`config.mk`:
```
export PLATFORM = sky130hd
export DESIGN_NAME = threshold_outlier_clusterer_top
export DESIGN_NICKNAME = d
export VERILOG_FILES = /design/src/rtl/toc_pkg.sv /design/src/rtl/toc_detect.sv /design/src/rtl/toc_cluster.sv /design/src/rtl/toc_outq.sv /design/src/rtl/threshold_outlier_clusterer_top.sv
export SDC_FILE = /design/constraint.sdc
export NUM_CORES = 2
export LEC_CHECK = 0
export BUFFER_PORTS_ARGS = -buffer_cell sky130_fd_sc_hd__buf_2
export CORE_UTILIZATION = 40
export DETAILED_ROUTE_END_ITERATION = 6
export HOLD_SLACK_MARGIN = 0.08
export SLEW_MARGIN = 0
export SYNTH_ARGS = -nofsm -noshare
export SYNTH_HDL_FRONTEND = slang
export SYNTH_SLANG_ARGS = --single-unit
export TNS_END_PERCENT = 20
```
`constraint.sdc`:
```
create_clock -name i_clk -period 14.8 [get_ports i_clk]
set_input_delay 1.48 -clock i_clk [delete_from_list [all_inputs] [get_ports i_clk]]
set_output_delay 1.48 -clock i_clk [all_outputs]
set_load 0.005 [all_outputs]
```
`src/rtl/toc_pkg.sv`:
```
// Shared types and constants of the threshold outlier clusterer.
package toc_pkg;

    localparam logic [0:0] CFG_THRESHOLD  = 1'b0;
    localparam logic [0:0] CFG_WING_WIDTH = 1'b1;

    localparam logic [15:0] THRESHOLD_RESET = 16'd256;
    localparam logic [11:0] WING_RESET      = 12'd0;

    localparam int OQ_DEPTH = 4;
    localparam int OQ_PTR_W = $clog2(OQ_DEPTH);
    localparam int OQ_CNT_W = $clog2(OQ_DEPTH + 1);

    typedef struct packed {
        logic [31:0] power;
        logic [31:0] floor_level;
        logic        last_bin;
    } t_in_item;

    typedef struct packed {
        logic [15:0] cluster_number;
        logic [15:0] first_bin;
        logic [16:0] bin_count;
        logic        last_cluster;
    } t_out_item;

    typedef struct packed {
        logic valid;
        logic outlier;
        logic last_bin;
    } t_bin_flag;

    typedef struct packed {
        logic push0;
        logic push1;
    } t_push_ctl;

endpackage

```
`src/rtl/toc_detect.sv`:
```
// Input register and outlier test of one bin against the scaled floor.
module toc_detect (
    input  logic              i_clk,
    input  logic              i_rst_n,
    input  logic              i_en,
    input  logic              i_valid,
    input  toc_pkg::t_in_item i_item,
    input  logic [15:0]       i_threshold,
    output toc_pkg::t_bin_flag o_flag
);
    import toc_pkg::*;

    logic      r_in_valid;
    t_in_item  r_in;
    t_bin_flag r_flag;
    logic [47:0] product;
    logic [39:0] power_sh;
    logic        outlier;

    assign product  = i_threshold * r_in.floor_level;
    assign power_sh = {r_in.power, 8'h00};
    assign outlier  = 48'(power_sh) > product;

    always_ff @(posedge i_clk) begin
        if (!i_rst_n) begin
            r_in_valid <= 1'b0;
            r_in       <= '0;
            r_flag     <= '0;
        end else if (i_en) begin
            r_in_valid <= i_valid;
            if (i_valid) begin
                r_in <= i_item;
            end
            r_flag.valid    <= r_in_valid;
            r_flag.outlier  <= outlier;
            r_flag.last_bin <= r_in.last_bin;
        end
    end

    assign o_flag = r_flag;

endmodule

```
`src/rtl/toc_cluster.sv`:
```
// Cluster tracking state and computation of the reported clusters.
module toc_cluster #(
    parameter int MAX_BINS = 65536
) (
    input  logic                i_clk,
    input  logic                i_rst_n,
    input  logic                i_en,
    input  toc_pkg::t_bin_flag  i_bin,
    input  logic [11:0]         i_wing,
    output toc_pkg::t_push_ctl  o_push,
    output toc_pkg::t_out_item  o_res0,
    output toc_pkg::t_out_item  o_res1
);
    import toc_pkg::*;

    localparam int CW = $clog2(MAX_BINS + 1);
    localparam int PW = $clog2(MAX_BINS);
    localparam int AW = ((PW > 13) ? PW : 13) + 2;

    logic [CW-1:0] r_idx;
    logic [PW-1:0] r_first;
    logic [PW-1:0] r_last;
    logic          r_have;
    logic [15:0]   r_cnt;

    logic [CW-1:0] n_idx;
    logic [PW-1:0] n_first;
    logic [PW-1:0] n_last;
    logic          n_have;
    logic [15:0]   n_cnt;

    logic          go;
    logic          in_range;
    logic [PW-1:0] idx_p;
    logic [PW-1:0] gap;
    logic          split;
    logic          emit_nf;
    logic          emit_fin;
    logic [CW-1:0] nbins;
    t_out_item     res_nf;
    t_out_item     res_fin;

    function automatic t_out_item emit(input logic [PW-1:0] first, input logic [PW-1:0] last,
                                       input logic fin, input logic [CW-1:0] nb,
                                       input logic [11:0] wing, input logic [15:0] num);
        logic [AW-1:0] f;
        logic [AW-1:0] l;
        logic [AW-1:0] w;
        logic [AW-1:0] lw;
        logic [AW-1:0] rw;
        logic [AW-1:0] room;
        t_out_item     r;
        f  = AW'(first);
        l  = AW'(last);
        w  = AW'(wing);
        lw = (w < f) ? w : f;
        rw = w;
        if (fin) begin
            room = (AW'(nb) > l) ? (AW'(nb) - l - AW'(1)) : '0;
            if (room < rw) begin
                rw = room;
            end
        end
        r.cluster_number = num;
        r.first_bin      = 16'(f - lw);
        r.bin_count      = 17'(l - f + AW'(1) + lw + rw);
        r.last_cluster   = fin;
        return r;
    endfunction

    assign go       = i_en && i_bin.valid;
    assign in_range = r_idx < CW'(MAX_BINS);
    assign idx_p    = r_idx[PW-1:0];
    assign gap      = idx_p - r_last;
    assign split    = AW'(gap) >= AW'({i_wing, 1'b0});
    assign nbins    = in_range ? (r_idx + CW'(1)) : CW'(MAX_BINS);

    always_comb begin
        n_have  = r_have;
        n_first = r_first;
        n_last  = r_last;
        emit_nf = 1'b0;
        if (in_range && i_bin.outlier) begin
            if (!r_have) begin
                n_have  = 1'b1;
                n_first = idx_p;
                n_last  = idx_p;
            end else if (split) begin
                emit_nf = 1'b1;
                n_first = idx_p;
                n_last  = idx_p;
            end else begin
                n_last = idx_p;
            end
        end
        emit_fin = i_bin.last_bin && n_have;
    end

    assign res_nf  = emit(r_first, r_last, 1'b0, nbins, i_wing, r_cnt);
    assign res_fin = emit(n_first, n_last, 1'b1, nbins, i_wing,
                          emit_nf ? (r_cnt + 16'd1) : r_cnt);

    assign o_push.push0 = go && (emit_nf || emit_fin);
    assign o_push.push1 = go && emit_nf && emit_fin;
    assign o_res0       = emit_nf ? res_nf : res_fin;
    assign o_res1       = res_fin;

    always_comb begin
        n_idx = r_idx;
        n_cnt = r_cnt + 16'(emit_nf);
        if (i_bin.last_bin) begin
            n_idx = '0;
            n_cnt = '0;
        end else if (in_range) begin
            n_idx = r_idx + CW'(1);
        end
    end

    always_ff @(posedge i_clk) begin
        if (!i_rst_n) begin
            r_idx   <= '0;
            r_first <= '0;
            r_last  <= '0;
            r_have  <= 1'b0;
            r_cnt   <= '0;
        end else if (go) begin
            r_idx <= n_idx;
            r_cnt <= n_cnt;
            if (i_bin.last_bin) begin
                r_first <= '0;
                r_last  <= '0;
                r_have  <= 1'b0;
            end else begin
                r_first <= n_first;
                r_last  <= n_last;
                r_have  <= n_have;
            end
        end
    end

endmodule

```
`src/rtl/toc_outq.sv`:
```
// Result queue that takes up to two results per cycle and delivers one unless the output is stalled.
module toc_outq (
    input  logic               i_clk,
    input  logic               i_rst_n,
    input  toc_pkg::t_push_ctl i_push,
    input  toc_pkg::t_out_item i_res0,
    input  toc_pkg::t_out_item i_res1,
    input  logic               i_out_stall,
    output logic               o_out_valid,
    output toc_pkg::t_out_item o_out_data,
    output logic               o_room
);
    import toc_pkg::*;

    t_out_item           r_mem [OQ_DEPTH];
    logic [OQ_PTR_W-1:0] r_wr_ptr;
    logic [OQ_PTR_W-1:0] r_rd_ptr;
    logic [OQ_CNT_W-1:0] r_count;
    logic                pop;

    assign o_out_valid = r_count != '0;
    assign o_out_data  = r_mem[r_rd_ptr];
    assign o_room      = r_count <= OQ_CNT_W'(OQ_DEPTH - 2);
    assign pop         = o_out_valid && !i_out_stall;

    always_ff @(posedge i_clk) begin
        if (!i_rst_n) begin
            r_wr_ptr <= '0;
            r_rd_ptr <= '0;
            r_count  <= '0;
        end else begin
            r_wr_ptr <= r_wr_ptr + OQ_PTR_W'(i_push.push0) + OQ_PTR_W'(i_push.push1);
            r_rd_ptr <= r_rd_ptr + OQ_PTR_W'(pop);
            r_count  <= r_count + OQ_CNT_W'(i_push.push0) + OQ_CNT_W'(i_push.push1)
                        - OQ_CNT_W'(pop);
        end
    end

    always_ff @(posedge i_clk) begin
        if (i_push.push0) begin
            r_mem[r_wr_ptr] <= i_res0;
        end
        if (i_push.push1) begin
            r_mem[r_wr_ptr + OQ_PTR_W'(1)] <= i_res1;
        end
    end

`ifndef SYNTHESIS
    a_count_bound: assert property (@(posedge i_clk) disable iff (!i_rst_n)
        r_count <= OQ_CNT_W'(OQ_DEPTH))
        else $error("result queue count exceeds its depth");
    a_push_order: assert property (@(posedge i_clk) disable iff (!i_rst_n)
        i_push.push1 |-> i_push.push0)
        else $error("second result pushed without a first");
    a_push_room: assert property (@(posedge i_clk) disable iff (!i_rst_n)
        i_push.push0 |-> r_count <= OQ_CNT_W'(OQ_DEPTH - 2))
        else $error("result pushed without room for two");
    a_pop_moves: assert property (@(posedge i_clk) disable iff (!i_rst_n)
        (pop && !i_push.push0) |=> r_count == $past(r_count) - OQ_CNT_W'(1))
        else $error("delivered result not removed from the queue");
`endif

endmodule

```
`src/rtl/threshold_outlier_clusterer_top.sv`:
```
// Top level of the threshold outlier clusterer: configuration registers and pipeline.
// One spectrum bin is accepted per cycle while the input is not stalled. Its results
// pass through an input register, the registered threshold multiply and compare, then
// the cluster update writing into a four-entry result queue, whose head is presented
// at the output. A bin that closes one cluster and ends the spectrum gives two results,
// which leave the queue one at a time; the input stalls whenever the queue holds
// more than two entries. The threshold (unsigned Q8.8, reset 1.0) and the wing width
// (reset 0) are written through the plain write port; the user must write them only
// while no transfer is in flight, which the block itself does not enforce.
module threshold_outlier_clusterer_top #(
    parameter int MAX_BINS = 65536
) (
    input  logic               i_clk,
    input  logic               i_rst_n,
    input  logic               i_in_valid,
    output logic               o_in_stall,
    input  toc_pkg::t_in_item  i_in_data,
    output logic               o_out_valid,
    input  logic               i_out_stall,
    output toc_pkg::t_out_item o_out_data,
    input  logic               i_cfg_wr_en,
    input  logic [0:0]         i_cfg_index,
    input  logic [15:0]        i_cfg_data
);
    import toc_pkg::*;

    logic [15:0] r_threshold;
    logic [11:0] r_wing;
    logic        en;
    t_bin_flag   flag;
    t_push_ctl   push;
    t_out_item   res0;
    t_out_item   res1;

    always_ff @(posedge i_clk) begin
        if (!i_rst_n) begin
            r_threshold <= THRESHOLD_RESET;
            r_wing      <= WING_RESET;
        end else if (i_cfg_wr_en) begin
            case (i_cfg_index)
                CFG_THRESHOLD:  r_threshold <= i_cfg_data;
                CFG_WING_WIDTH: r_wing      <= i_cfg_data[11:0];
                default: ;
            endcase
        end
    end

    assign o_in_stall = !en;

    toc_detect u_detect (
        .i_clk       (i_clk),
        .i_rst_n     (i_rst_n),
        .i_en        (en),
        .i_valid     (i_in_valid),
        .i_item      (i_in_data),
        .i_threshold (r_threshold),
        .o_flag      (flag)
    );

    toc_cluster #(
        .MAX_BINS (MAX_BINS)
    ) u_cluster (
        .i_clk   (i_clk),
        .i_rst_n (i_rst_n),
        .i_en    (en),
        .i_bin   (flag),
        .i_wing  (r_wing),
        .o_push  (push),
        .o_res0  (res0),
        .o_res1  (res1)
    );

    toc_outq u_outq (
        .i_clk       (i_clk),
        .i_rst_n     (i_rst_n),
        .i_push      (push),
        .i_res0      (res0),
        .i_res1      (res1),
        .i_out_stall (i_out_stall),
        .o_out_valid (o_out_valid),
        .o_out_data  (o_out_data),
        .o_room      (en)
    );

endmodule
```
==> flow_summary.toml <==
[synth]
ys_types = 82
ys_async_sr_fraction_pct = 0
ys_warn_count = 0
ys_seq_area_share_pct = 23.1
netlist_area_um2 = 40600
yosys_register_bits = 370
synth-edff-count = 196
synthCells = 4453
yosys_most_used_dff = "edfxtp_1"
syn_area_per_cell_um2 = 9.12

[run]
maxCapViolations = 0

[clock_network]
cts_buffer_depth = 3
post-cts-setup-buffers = 0
cts.sinks = 370
cts-buffers-inserted = 46
clkTransAtPathRegs_ns = 0.06
cts_hold_buf = 0
cts_root_buffer = "clkbuf_16"
cts_resized = 0
insertion_delay_ns = 0.65
cts_max_level = 2
cts_tree = "done"

[drt]
wl_mm = 121
antenna_left = 0
wl_per_cell_um = 20.6
drtPass1Iterations = 6
num_vias = 31957
via_per_inst = 5.46
drc = 0
first_iter_violations = 2823

[hold_path]
holdCritStartpoint = "u_outq.r_mem[3][0]$_SDFFE_PP1P_"
hold_depth = 1
min_to = "u_outq.r_mem[3][0]$_SDFFE_PP1P_"
hp-class = "register to register"

[sta]
setup_tns_ns = 0
holdWs_ns = 0.462
drv_slew = 0
max_freq_ghz = 0.0869
post-route-period-util_pct = 77.7
relSlewSlack_pct = 21.1
setup_violations = 0
worst_clock_skew_ns = 0.0320
max_slew.worst_pin.slew_ns = 1.18
period_needed_ns = 11.50
rsz0062_at_grt = "no"
hold_violations = 0

[power_and_ir_drop]
p_per_area_nw_per_um2 = 120
power_mw = 5.34
leakage_nw = 18.8
ir_drop_mv = 0.137

[floorplan]
die_w_um = 321
dieArea_um2 = 103000
pin_count = 139
row_count = 116
design.core.area_um2 = 100000
start_util_pct = 40.5
die_y_um = 321

[layout]
nets = 5314
drive_above_1_share_pct = 8.54
syn2layout_area_growth_pct = 9.30

[worst_setup_path]
critical_path_class = "register to register"
worstPathMaxFanout = 23
r2r_setup_slack_ns = 3.30
cp.required_ns = 15.19
crit_path_start_kind = "register"
crit_top_cell = "o21ai_0"
setup.worst_path.end_class = "register"
reg2reg_depth = 47
timing.rr.end = "u_outq.r_mem[2][15]$_DFFE_PP_"
reg2reg_from = "u_cluster.r_idx[2]$_SDFFE_PN0P_"
cpPeakStageDelay_ns = 0.58
cp.arrival_ns = 11.89
crit_slowest_cell = "dfxtp_1"

[global_route]
antenna_found_initial = 13
first_global_vias = 32446
grt_pass1_wl_mm = 190
grt_max_degree = 67
track_usage_pct = 23.7
overflow = 0

[outcome]
run_status = "completed"

[place]
io_buffer_count = 138
hpwl_mm = 88.9
gp_congestion = 0.915
[worst max-delay path: cells and delay by family (launching register included)]
family                     cells  cell delay (ns)
muxes                          3             1.02
AOI/OAI and AO/OA             25             5.43
adders and majority gates      7             2.34
DFF                            1             0.58
buffers and inverters          6             0.85
and+or+nand+nor                5             0.87
xor gates and xnor gates       1             0.14
[per-stage QoR]
stage | cells | instance area [um^2] | util (%) | setup slack [ns]
2_1_floorplan | 4460 | 40600 | - | 5.02
3_3_place_gp | 5754 | 42600 | 42.5 | 3.79
3_5_place_dp | 5754 | 42600 | 42.5 | 3.51
4_1_cts | 5840 | 44400 | 44.2 | 3.44
5_1_grt | 5841 | 44400 | 44.3 | 2.54
6_report | 5848 | 44400 | 44.3 | 3.30
[kinds of logic (layout without fill, tap and decap cells)]
| logic type | after synthesis | after routing | share of synthesized area, % |
|---|---|---|---|
| other cells | 1 | 16 | 0.00923 |
| mux | 122 | 122 | 4.59 |
| buf+inv | 832 | 855 | 7.69 |
| xor+xnor | 142 | 142 | 3.10 |
| fa+ha+maj | 782 | 782 | 32.7 |
| compound gates | 872 | 872 | 13.9 |
| flops | 370 | 370 | 23.1 |
| simple gates | 1332 | 1332 | 14.9 |
[metal layers]
metal | GRT usage [%] | vias up | part of all wire (%) | wire, um
met2 | 39.3 | 1107 | 47 | 56600
met3 | 3.44 | 175 | 7.2 | 8730
met1 | 32.5 | 15889 | 44 | 52600
met4 | 6.04 | 12 | 2.1 | 2550
li1 | - | 14774 | - | -
met5 | 0 | - | 0.057 | 69
[synthesized netlist by cell type (66+ instances only)]
| cell type | count | share of area (%) |
|---|---|---|
| o21ai_0 | 171 | 2.1 |
| inv_1 | 567 | 5.2 |
| fa_1 | 468 | 23 |
| a21oi_1 | 173 | 2.1 |
| xnor2_1 | 74 | 1.6 |
| and2_1 | 166 | 2.6 |
| o22ai_1 | 124 | 1.9 |
| xor2_1 | 66 | 1.4 |
| ha_1 | 314 | 9.7 |
| a21boi_0 | 103 | 1.9 |
| edfxtp_1 | 196 | 14 |
| nand2_1 | 733 | 6.8 |
| dfxtp_1 | 174 | 8.6 |
| nor2b_1 | 69 | 1.1 |
| clkbuf_1 | 253 | 2.3 |
| a21o_1 | 98 | 1.8 |
| nor2_1 | 153 | 1.4 |
[state kept, by name, summed over array words and instances, names as in the netlist]
signal and count:
u_outq.r_rd_ptr 2, u_outq.r_wr_ptr 2, r_wing 12, u_detect.power_sh 32, r_threshold 16, u_cluster.r_last 16
u_outq.r_mem 200, u_detect.r_in 33, u_cluster.r_idx 17, u_detect.o_flag 3, u_outq.r_count 3, u_detect.r_in_valid 1
u_cluster.r_first 16, u_cluster.r_cnt 16, u_cluster.r_have 1
[power by group]
| group | internal [mW] | leakage [nW] | total [mW] | switching, mW |
|---|---|---|---|---|
| Combinational | 1.07 | 14.9 | 2.78 | 1.71 |
| Clock | 0.811 | 0.856 | 1.33 | 0.521 |
| Sequential | 1.11 | 3.06 | 1.23 | 0.119 |
| Total | 3.00 | 18.8 | 5.34 | 2.35 |
[worst max path at each step]
stage / cells past startpoint / startpoint / endpoint / slack, ns
2_1_floorplan: 47 / u_cluster.r_last[2]$_SDFFE_PN0P_ / u_outq.r_mem[2][15]$_DFFE_PP_ / 5.02
3_3_place_gp: 47 / u_cluster.r_idx[2]$_SDFFE_PN0P_ / u_outq.r_mem[3][15]$_DFFE_PP_ / 3.79
3_5_place_dp: 47 / u_cluster.r_idx[2]$_SDFFE_PN0P_ / u_outq.r_mem[3][15]$_DFFE_PP_ / 3.51
4_1_cts: 47 / u_cluster.r_idx[2]$_SDFFE_PN0P_ / u_outq.r_mem[2][15]$_DFFE_PP_ / 3.44
5_1_grt: 48 / u_cluster.r_idx[2]$_SDFFE_PN0P_ / u_outq.r_mem[2][15]$_DFFE_PP_ / 2.54
6_report: 47 / u_cluster.r_idx[2]$_SDFFE_PN0P_ / u_outq.r_mem[2][15]$_DFFE_PP_ / 3.30
[placed cells by master (no fill, tap or decap), types with 63 or more instances in the layout]
cell,n
ha_1,314
nand2_1,729
and2_1,166
a21o_1,98
a21oi_1,172
edfxtp_1,196
nor2_1,152
nor2b_1,66
a21boi_0,103
xor2_1,66
o21ai_0,170
fa_1,468
dfxtp_1,167
o22ai_1,124
buf_4,63
inv_1,567
xnor2_1,74
buf_2,137
[final cells by class]
cell class              instances  area, um^2
well taps                    1357        1700
clock buffers                  53        1220
clock inverters                33         547
fillers                      9703       55900
inverters                     569        2140
diodes                          8        20.0
flip-flops and latches        370        9380
multi-input cells            3258       28200
repair buffers                200        1160
(Power assumes the default switching activity.)
